$ cat config.mk
export PLATFORM = sky130hd
export DESIGN_NAME = fast_atan2_approximation_top
export DESIGN_NICKNAME = d
export VERILOG_FILES = /design/src/sv/fatan_pkg.sv /design/src/sv/fatan_div_cell.sv /design/src/sv/fatan_poly.sv /design/src/sv/fast_atan2_approximation_top.sv
export SDC_FILE = /design/constraint.sdc
export NUM_CORES = 2
export LEC_CHECK = 0
export BUFFER_PORTS_ARGS = -buffer_cell sky130_fd_sc_hd__buf_4
export CAP_MARGIN = 25
export CORE_AREA = 2 2 489 491
export DETAILED_ROUTE_END_ITERATION = 16
export DIE_AREA = 0 0 491 493
export GPL_ROUTABILITY_DRIVEN = 0
export GPL_TIMING_DRIVEN = 1
export PLACE_DENSITY_LB_ADDON = 0.12
export SYNTH_ARGS = -nofsm -noshare
export SYNTH_HDL_FRONTEND = slang
export SYNTH_SLANG_ARGS = --single-unit
export TNS_END_PERCENT = 100
$ cat constraint.sdc
create_clock -name clk -period 57.5 [get_ports clk]
set_input_delay 5.75 -clock clk [delete_from_list [all_inputs] [get_ports clk]]
set_output_delay 5.75 -clock clk [all_outputs]
set_load 0.01 [all_outputs]
$ cat src/sv/fatan_pkg.sv
package fatan_pkg;

	// Default component width of the input vector.
	localparam int COMPONENT_WIDTH_DEF = 16;

	// Ratio format: unsigned Q1.15, values 0 to 32768.
	localparam int FRAC_W = 15;
	localparam int QUO_W  = FRAC_W + 1;
	localparam int ANG_W  = 16;

	// Polynomial coefficients in Q0.15, rounded to nearest.
	localparam logic [15:0] COEF_C3 = 16'd1524;
	localparam logic [15:0] COEF_C2 = 16'd5220;
	localparam logic [15:0] COEF_C1 = 16'd10736;

	// Angle constants in Q3.13.
	localparam logic signed [ANG_W-1:0] HALF_PI_Q13 = 16'sd12868;
	localparam logic signed [ANG_W-1:0] PI_Q13      = 16'sd25736;

	localparam logic [32:0] HALF_LSB = 33'd16384;

	// Octant and special-case flags that travel with each request.
	typedef struct packed {
		logic xneg;
		logic yneg;
		logic swap;
		logic zero;
	} side_t;

	// Brings a product of two Q.15 values back to Q.15, rounding half up.
	// Every product fed in stays at or below 2^30, so bit 32 of the sum is zero.
	function automatic logic [16:0] rnd_q15(input logic [31:0] prod);
		logic [32:0] sum;
		sum = {1'b0, prod} + HALF_LSB;
		return sum[31:15];
	endfunction

endpackage

$ cat src/sv/fatan_div_cell.sv
module fatan_div_cell #(
	parameter int CW = fatan_pkg::COMPONENT_WIDTH_DEF
) (
	input  logic                         clk,
	input  logic                         arst_n,
	input  logic                         en,
	input  logic                         vld_i,
	input  logic [CW-1:0]                rem_i,
	input  logic [CW-1:0]                hi_i,
	input  logic [fatan_pkg::QUO_W-1:0]  quo_i,
	input  fatan_pkg::side_t             side_i,
	output logic                         vld_o,
	output logic [CW-1:0]                rem_o,
	output logic [CW-1:0]                hi_o,
	output logic [fatan_pkg::QUO_W-1:0]  quo_o,
	output fatan_pkg::side_t             side_o
);

	logic                        vld_q;
	logic [CW-1:0]               rem_q;
	logic [CW-1:0]               hi_q;
	logic [fatan_pkg::QUO_W-1:0] quo_q;
	fatan_pkg::side_t            side_q;

	logic [CW:0]   diff;
	logic          qbit;
	logic [CW-1:0] rem_next;

	// One restoring division step: subtract the divisor if it fits.
	always_comb begin
		diff     = {1'b0, rem_i} - {1'b0, hi_i};
		qbit     = ~diff[CW];
		rem_next = qbit ? diff[CW-1:0] : rem_i;
	end

	always_ff @(posedge clk or negedge arst_n) begin
		if (!arst_n) begin
			vld_q <= 1'b0;
		end else if (en) begin
			vld_q <= vld_i;
		end
	end

	// The remainder is below the divisor, so doubling it cannot overflow.
	always_ff @(posedge clk) begin
		if (en) begin
			rem_q  <= {rem_next[CW-2:0], 1'b0};
			hi_q   <= hi_i;
			quo_q  <= {quo_i[fatan_pkg::QUO_W-2:0], qbit};
			side_q <= side_i;
		end
	end

	assign vld_o  = vld_q;
	assign rem_o  = rem_q;
	assign hi_o   = hi_q;
	assign quo_o  = quo_q;
	assign side_o = side_q;

endmodule

$ cat src/sv/fatan_poly.sv
module fatan_poly (
	input  logic                               clk,
	input  logic                               arst_n,
	input  logic                               en,
	input  logic                               vld_i,
	input  logic [fatan_pkg::QUO_W-1:0]        a_i,
	input  fatan_pkg::side_t                   side_i,
	output logic                               vld_o,
	output logic signed [fatan_pkg::ANG_W-1:0] angle_o,
	output logic                               zero_o
);

	localparam int NSTG = 6;

	logic [NSTG-1:0] vld_q;

	logic [15:0]      a_s1, a_s2, a_s3, a_s4, a_s5;
	logic [15:0]      s_s1, s_s2, s_s3;
	logic [12:0]      t_s2;
	logic [13:0]      p_s3;
	logic [13:0]      q_s4;
	logic [13:0]      w_s5;
	fatan_pkg::side_t side_s1, side_s2, side_s3, side_s4, side_s5;
	logic signed [fatan_pkg::ANG_W-1:0] angle_s6;
	logic                               zero_s6;

	logic [16:0] rnd_a2, rnd_c3s, rnd_st, rnd_sp, rnd_aq;
	logic [15:0] r_s5;
	logic [16:0] r_rnd;
	logic signed [fatan_pkg::ANG_W-1:0] f0, f1, f2, f3;

	// Rounded products, one multiplier per stage except the final fold stage.
	always_comb begin
		rnd_a2  = fatan_pkg::rnd_q15(32'(a_i) * 32'(a_i));
		rnd_c3s = fatan_pkg::rnd_q15(32'(fatan_pkg::COEF_C3) * 32'(s_s1));
		rnd_st  = fatan_pkg::rnd_q15(32'(s_s2) * 32'(t_s2));
		rnd_sp  = fatan_pkg::rnd_q15(32'(s_s3) * 32'(p_s3));
		rnd_aq  = fatan_pkg::rnd_q15(32'(a_s4) * 32'(q_s4));
	end

	// First-octant angle, then the fold into the full circle.
	always_comb begin
		r_s5  = a_s5 - {2'b00, w_s5};
		r_rnd = {1'b0, r_s5} + 17'd2;
		f0    = {1'b0, r_rnd[16:2]};
		f1    = side_s5.swap ? fatan_pkg::HALF_PI_Q13 - f0 : f0;
		f2    = side_s5.xneg ? fatan_pkg::PI_Q13 - f1 : f1;
		f3    = side_s5.yneg ? -f2 : f2;
	end

	always_ff @(posedge clk or negedge arst_n) begin
		if (!arst_n) begin
			vld_q <= '0;
		end else if (en) begin
			vld_q <= {vld_q[NSTG-2:0], vld_i};
		end
	end

	always_ff @(posedge clk) begin
		if (en) begin
			// Stage 1: s = a*a.
			a_s1    <= a_i;
			s_s1    <= rnd_a2[15:0];
			side_s1 <= side_i;
			// Stage 2: t = C2 - C3*s.
			a_s2    <= a_s1;
			s_s2    <= s_s1;
			t_s2    <= 13'(fatan_pkg::COEF_C2 - rnd_c3s[15:0]);
			side_s2 <= side_s1;
			// Stage 3: p = C1 - s*t.
			a_s3    <= a_s2;
			s_s3    <= s_s2;
			p_s3    <= 14'(fatan_pkg::COEF_C1 - rnd_st[15:0]);
			side_s3 <= side_s2;
			// Stage 4: q = s*p.
			a_s4    <= a_s3;
			q_s4    <= rnd_sp[13:0];
			side_s4 <= side_s3;
			// Stage 5: w = a*q.
			a_s5    <= a_s4;
			w_s5    <= rnd_aq[13:0];
			side_s5 <= side_s4;
			// Stage 6: folded angle, forced to zero for the zero vector.
			angle_s6 <= side_s5.zero ? '0 : f3;
			zero_s6  <= side_s5.zero;
		end
	end

	assign vld_o   = vld_q[NSTG-1];
	assign angle_o = angle_s6;
	assign zero_o  = zero_s6;

endmodule

$ cat src/sv/fast_atan2_approximation_top.sv
// Channel | Signals                     | Handshake
// --------+-----------------------------+---------------------
// in      | x, y                        | in_valid / in_ready
// out     | angle, zero_vector          | out_valid / out_ready
//
// One request enters per cycle unless the pipeline holds, and passes
// through a magnitude register, 16 division cells (one quotient bit
// each), and six polynomial and fold stages.
// The whole pipeline advances together; it holds while a result waits
// at the output and out_ready is low, and in_ready then falls.
// Reset clears only the valid bits.
module fast_atan2_approximation_top #(
	parameter int COMPONENT_WIDTH = fatan_pkg::COMPONENT_WIDTH_DEF
) (
	input  logic                               clk,
	input  logic                               arst_n,
	input  logic                               in_valid,
	output logic                               in_ready,
	input  logic signed [COMPONENT_WIDTH-1:0]  x,
	input  logic signed [COMPONENT_WIDTH-1:0]  y,
	output logic                               out_valid,
	input  logic                               out_ready,
	output logic signed [fatan_pkg::ANG_W-1:0] angle,
	output logic                               zero_vector
);

	localparam int CW    = COMPONENT_WIDTH;
	localparam int NCELL = fatan_pkg::QUO_W;

	logic en;

	logic [CW-1:0] ax, ay;
	logic          swap;

	logic             vld_s0;
	logic [CW-1:0]    lo_s0, hi_s0;
	fatan_pkg::side_t side_s0;

	logic                        vld_w  [NCELL+1];
	logic [CW-1:0]               rem_w  [NCELL];
	logic [CW-1:0]               hi_w   [NCELL+1];
	logic [fatan_pkg::QUO_W-1:0] quo_w  [NCELL+1];
	fatan_pkg::side_t            side_w [NCELL+1];

	// The pipeline moves unless a result is held at the output.
	assign en       = ~out_valid | out_ready;
	assign in_ready = en;

	// Magnitudes; the most negative value maps to 2^(CW-1) exactly.
	always_comb begin
		ax   = x[CW-1] ? CW'(-x) : CW'(x);
		ay   = y[CW-1] ? CW'(-y) : CW'(y);
		swap = ay > ax;
	end

	always_ff @(posedge clk or negedge arst_n) begin
		if (!arst_n) begin
			vld_s0 <= 1'b0;
		end else if (en) begin
			vld_s0 <= in_valid;
		end
	end

	always_ff @(posedge clk) begin
		if (en) begin
			lo_s0        <= swap ? ax : ay;
			hi_s0        <= swap ? ay : ax;
			side_s0.xneg <= x[CW-1];
			side_s0.yneg <= y[CW-1];
			side_s0.swap <= swap;
			side_s0.zero <= (ax == '0) && (ay == '0);
		end
	end

	assign vld_w[0]  = vld_s0;
	assign rem_w[0]  = lo_s0;
	assign hi_w[0]   = hi_s0;
	assign quo_w[0]  = '0;
	assign side_w[0] = side_s0;

	// Chain of division cells, most significant quotient bit first.
	for (genvar k = 0; k < NCELL; k++) begin : g_cell
		if (k < NCELL - 1) begin : g_mid
			fatan_div_cell #(.CW(CW)) u_cell (
				.clk    (clk),
				.arst_n (arst_n),
				.en     (en),
				.vld_i  (vld_w[k]),
				.rem_i  (rem_w[k]),
				.hi_i   (hi_w[k]),
				.quo_i  (quo_w[k]),
				.side_i (side_w[k]),
				.vld_o  (vld_w[k+1]),
				.rem_o  (rem_w[k+1]),
				.hi_o   (hi_w[k+1]),
				.quo_o  (quo_w[k+1]),
				.side_o (side_w[k+1])
			);
		end else begin : g_last
			fatan_div_cell #(.CW(CW)) u_cell (
				.clk    (clk),
				.arst_n (arst_n),
				.en     (en),
				.vld_i  (vld_w[k]),
				.rem_i  (rem_w[k]),
				.hi_i   (hi_w[k]),
				.quo_i  (quo_w[k]),
				.side_i (side_w[k]),
				.vld_o  (vld_w[k+1]),
				.rem_o  (),
				.hi_o   (hi_w[k+1]),
				.quo_o  (quo_w[k+1]),
				.side_o (side_w[k+1])
			);
		end
	end

	// Polynomial and octant fold.
	fatan_poly u_poly (
		.clk     (clk),
		.arst_n  (arst_n),
		.en      (en),
		.vld_i   (vld_w[NCELL]),
		.a_i     (quo_w[NCELL]),
		.side_i  (side_w[NCELL]),
		.vld_o   (out_valid),
		.angle_o (angle),
		.zero_o  (zero_vector)
	);

endmodule
==> results.ini <==
[run_status]
status=complete, no violations

[drt]
first_iter_violations=1973
drt-met1-wl_um=69000
drc=0
wl_um=151000
wl_met3_um=3840
wl_met2_um=73900
first_pass_iters=5
wl_per_cell_um=15.0
dr.max_layer_used=met4
vias=45206
avgViaCountPerCell=4.47
ant_nets=0

[global_routing]
grt_pass1_wl_um=255000
antenna_found_initial=1
grt_pass1_vias=48455
grt-ovfl-total=0
gr-usage-all-layers=0.128
grt_max_degree=172

[floorplanning]
ios=55
fp.dieW_um=491
die_y_um=493
core_area_um2=237000
num_rows=179
start_util=0.318
dieArea_um2=242000

[cts]
clock_sinks=944
post_cts_resized=0
insertion_delay_ns=0.77
root_buffer=clkbuf_16
postCtsHoldBufs=0
htreeDepth=3
cts_tree=yes
clk_pin_slew_ns=0.07
postCtsSetupRepairBufs=0
cts_buffer_depth=3
numCtsBuffers=115

[yosys]
ys_types=106
muxShareOfSynthArea=0.0383
yosysSeqAreaShare=0.375
synth-adder-area-share=0.315
syn_area_um2=75400
synth_edf_count=921
synth_compound_area_frac=0.0624
synth_area_leaders=edfxtp_1, fa_1, ha_1
ys_warn_count=0
synth_simple_gate_area_share=0.106
synth_fp_nets=8270
synth-xor-area-share=0.0316
synth_top_flop_cell=edfxtp_1
synthDominantCellAreaShare=0.367
synth_common_cells=inv_1, edfxtp_1, ha_1
synth_top_family_by_area=adder cells
synth.most_common_cell=inv_1
synth-async-reset-ratio=0.0244
ys_ff_latch=944
yosysTopAreaCell=edfxtp_1
syn_avg_cell_area_um2=11.1
synthCells=6776

[worst_setup_path]
crit_required_ns=51.75
cp.arrival_ns=6.84
start_kind=input port
end_kind=output pin
r2r_start=g_cell[15].g_last.u_cell.quo_o[8]$_DFFE_PP_
cp_max_fo=64
crit_type=input port to output pin
critPathLaunch=out_ready

[sta]
fin_crit_ns=12.59
setup_viol=0
drv_slew=0
period_share=0.219
rsz0062_at_grt=no
worst_pin_slew_ns=1.06
max_freq_mhz=79.4
hold_violations=0
fin_worst_skew_ns=0.0622
slew_headroom=0.296
fin_setup_tns_ns=0

[place]
io_buffers=54
dp_hpwl_um=115000

[min_path]
min_path_type=flip-flop to flip-flop
min-delay-start=g_cell[3].g_mid.u_cell.side_o[3]$_DFFE_PP_

[cells_and_area]
layout-drive-gt1-share=0.0790
nets=8330
area_growth_pct=10.9

[job]
cap_violations=0

==> placed cells by master, fill, tap and decap left out, types with 13 or more instances in the layout <==
master	Yosys	routed
a211oi_1	14	14
a21boi_0	126	126
a21o_1	62	62
a21oi_1	126	126
a31oi_1	13	13
and2_1	347	347
and3_1	23	23
buf_4	2	95
bufinv_16	0	21
clkbuf_1	146	17
clkbuf_16	0	115
clkinv_1	1	23
clkinv_2	0	18
dfrtp_1	23	23
edfxtp_1	921	921
fa_1	728	728
ha_1	730	730
inv_1	1285	1284
mux2_2	219	219
mux2i_1	41	41
nand2_1	645	645
nand2b_1	48	48
nand3_1	38	38
nand4_1	18	18
nor2_1	374	374
nor2b_1	57	56
nor3_1	44	44
o211ai_1	17	17
o21a_1	30	30
o21ai_0	207	207
o21ai_1	19	19
o31ai_1	17	17
or2_2	15	15
or3_1	15	15
xnor2_1	165	165
xor2_1	101	101
==> through the flow <==
stage                     cell area, µm²  cells  utilization  worst slack (ns)  hold slack [ns]
after floorplan                    75400   6776            -             27.86            0.400
after global placement             79500   9884        0.335             44.89            0.400
after detailed placement           79500   9884        0.335             44.89            0.405
after CTS                          83500  10099        0.353             44.89            0.409
after global routing               83600  10103        0.353             44.81            0.415
final                              83600  10103        0.353             44.91            0.410
==> state kept, by name (all words and copies together) (netlist names), 14 cells and up <==
register	flops
u_poly.a_s4	16
g_cell.g_mid.u_cell.hi_o	240
g_cell.g_mid.u_cell.quo_o	120
g_cell.g_last.u_cell.quo_o	16
u_poly.s_s3	16
u_poly.p_s3	14
u_poly.a_s3	16
u_poly.s_s1	16
u_poly.a_s5	16
g_cell.g_mid.u_cell.vld_o	15
u_poly.w_s5	14
u_poly.a_s2	16
u_poly.s_s2	16
hi_s0	16
u_poly.angle_o	16
g_cell.g_mid.u_cell.rem_o	225
lo_s0	16
u_poly.q_s4	14
g_cell.g_mid.u_cell.side_o	60
u_poly.a_s1	16
==> cell families after synthesis <==
kind of cell,count (synthesis)
muxes,261
AOI/OAI and AO/OA,719
buffers and inverters,1444
and+or+nand+nor,1681
DFF,944
xor gates and xnor gates,269
adders and majority gates,1458
==> path summary, 6_finish.rpt <==
kind / to / slack [ns] / cells past startpoint
max in group asynchronous: g_cell[13].g_mid.u_cell.vld_o$_DFFE_PN0P_ / 52.40 / 1
min reg2reg: g_cell[4].g_mid.u_cell.side_o[3]$_DFFE_PP_ / 0.41 / 0
max: in_ready / 44.91 / 5
max reg2reg: u_poly.s_s1[15]$_DFFE_PP_ / 49.58 / 28
min: g_cell[4].g_mid.u_cell.side_o[3]$_DFFE_PP_ / 0.41 / 0
min in group asynchronous: u_poly.vld_q[3]$_DFFE_PN0P_ / 4.86 / 1
==> worst max-delay path: stages <==
cell and delay [ns]:
buf_4 0.11, nor2b_2 0.10, buf_4 0.32, inv_8 0.21, buf_4 0.26
==> metal layers <==
| layer | up-vias | GRT usage |
|---|---|---|
| met1 | 22216 | 0.164 |
| li1 | 22327 | - |
| met5 | - | 0 |
| met4 | 0 | 0.0405 |
| met2 | 425 | 0.224 |
| met3 | 238 | 0.0172 |
==> area by class of cell <==
type | instances | area (µm²)
Fill cell | 23710 | 153000
Multi-Input combinational cell | 4388 | 41700
Sequential cell | 944 | 28200
Inverter | 1288 | 4840
Tap cell | 3167 | 3960
Clock buffer | 132 | 2940
Clock inverter | 83 | 1110
Timing Repair Buffer | 99 | 793
Antenna cell | 2 | 5.00
Power is not shown: default switching activity piles up to over one toggle a cycle in this logic, so the estimate is an artifact.
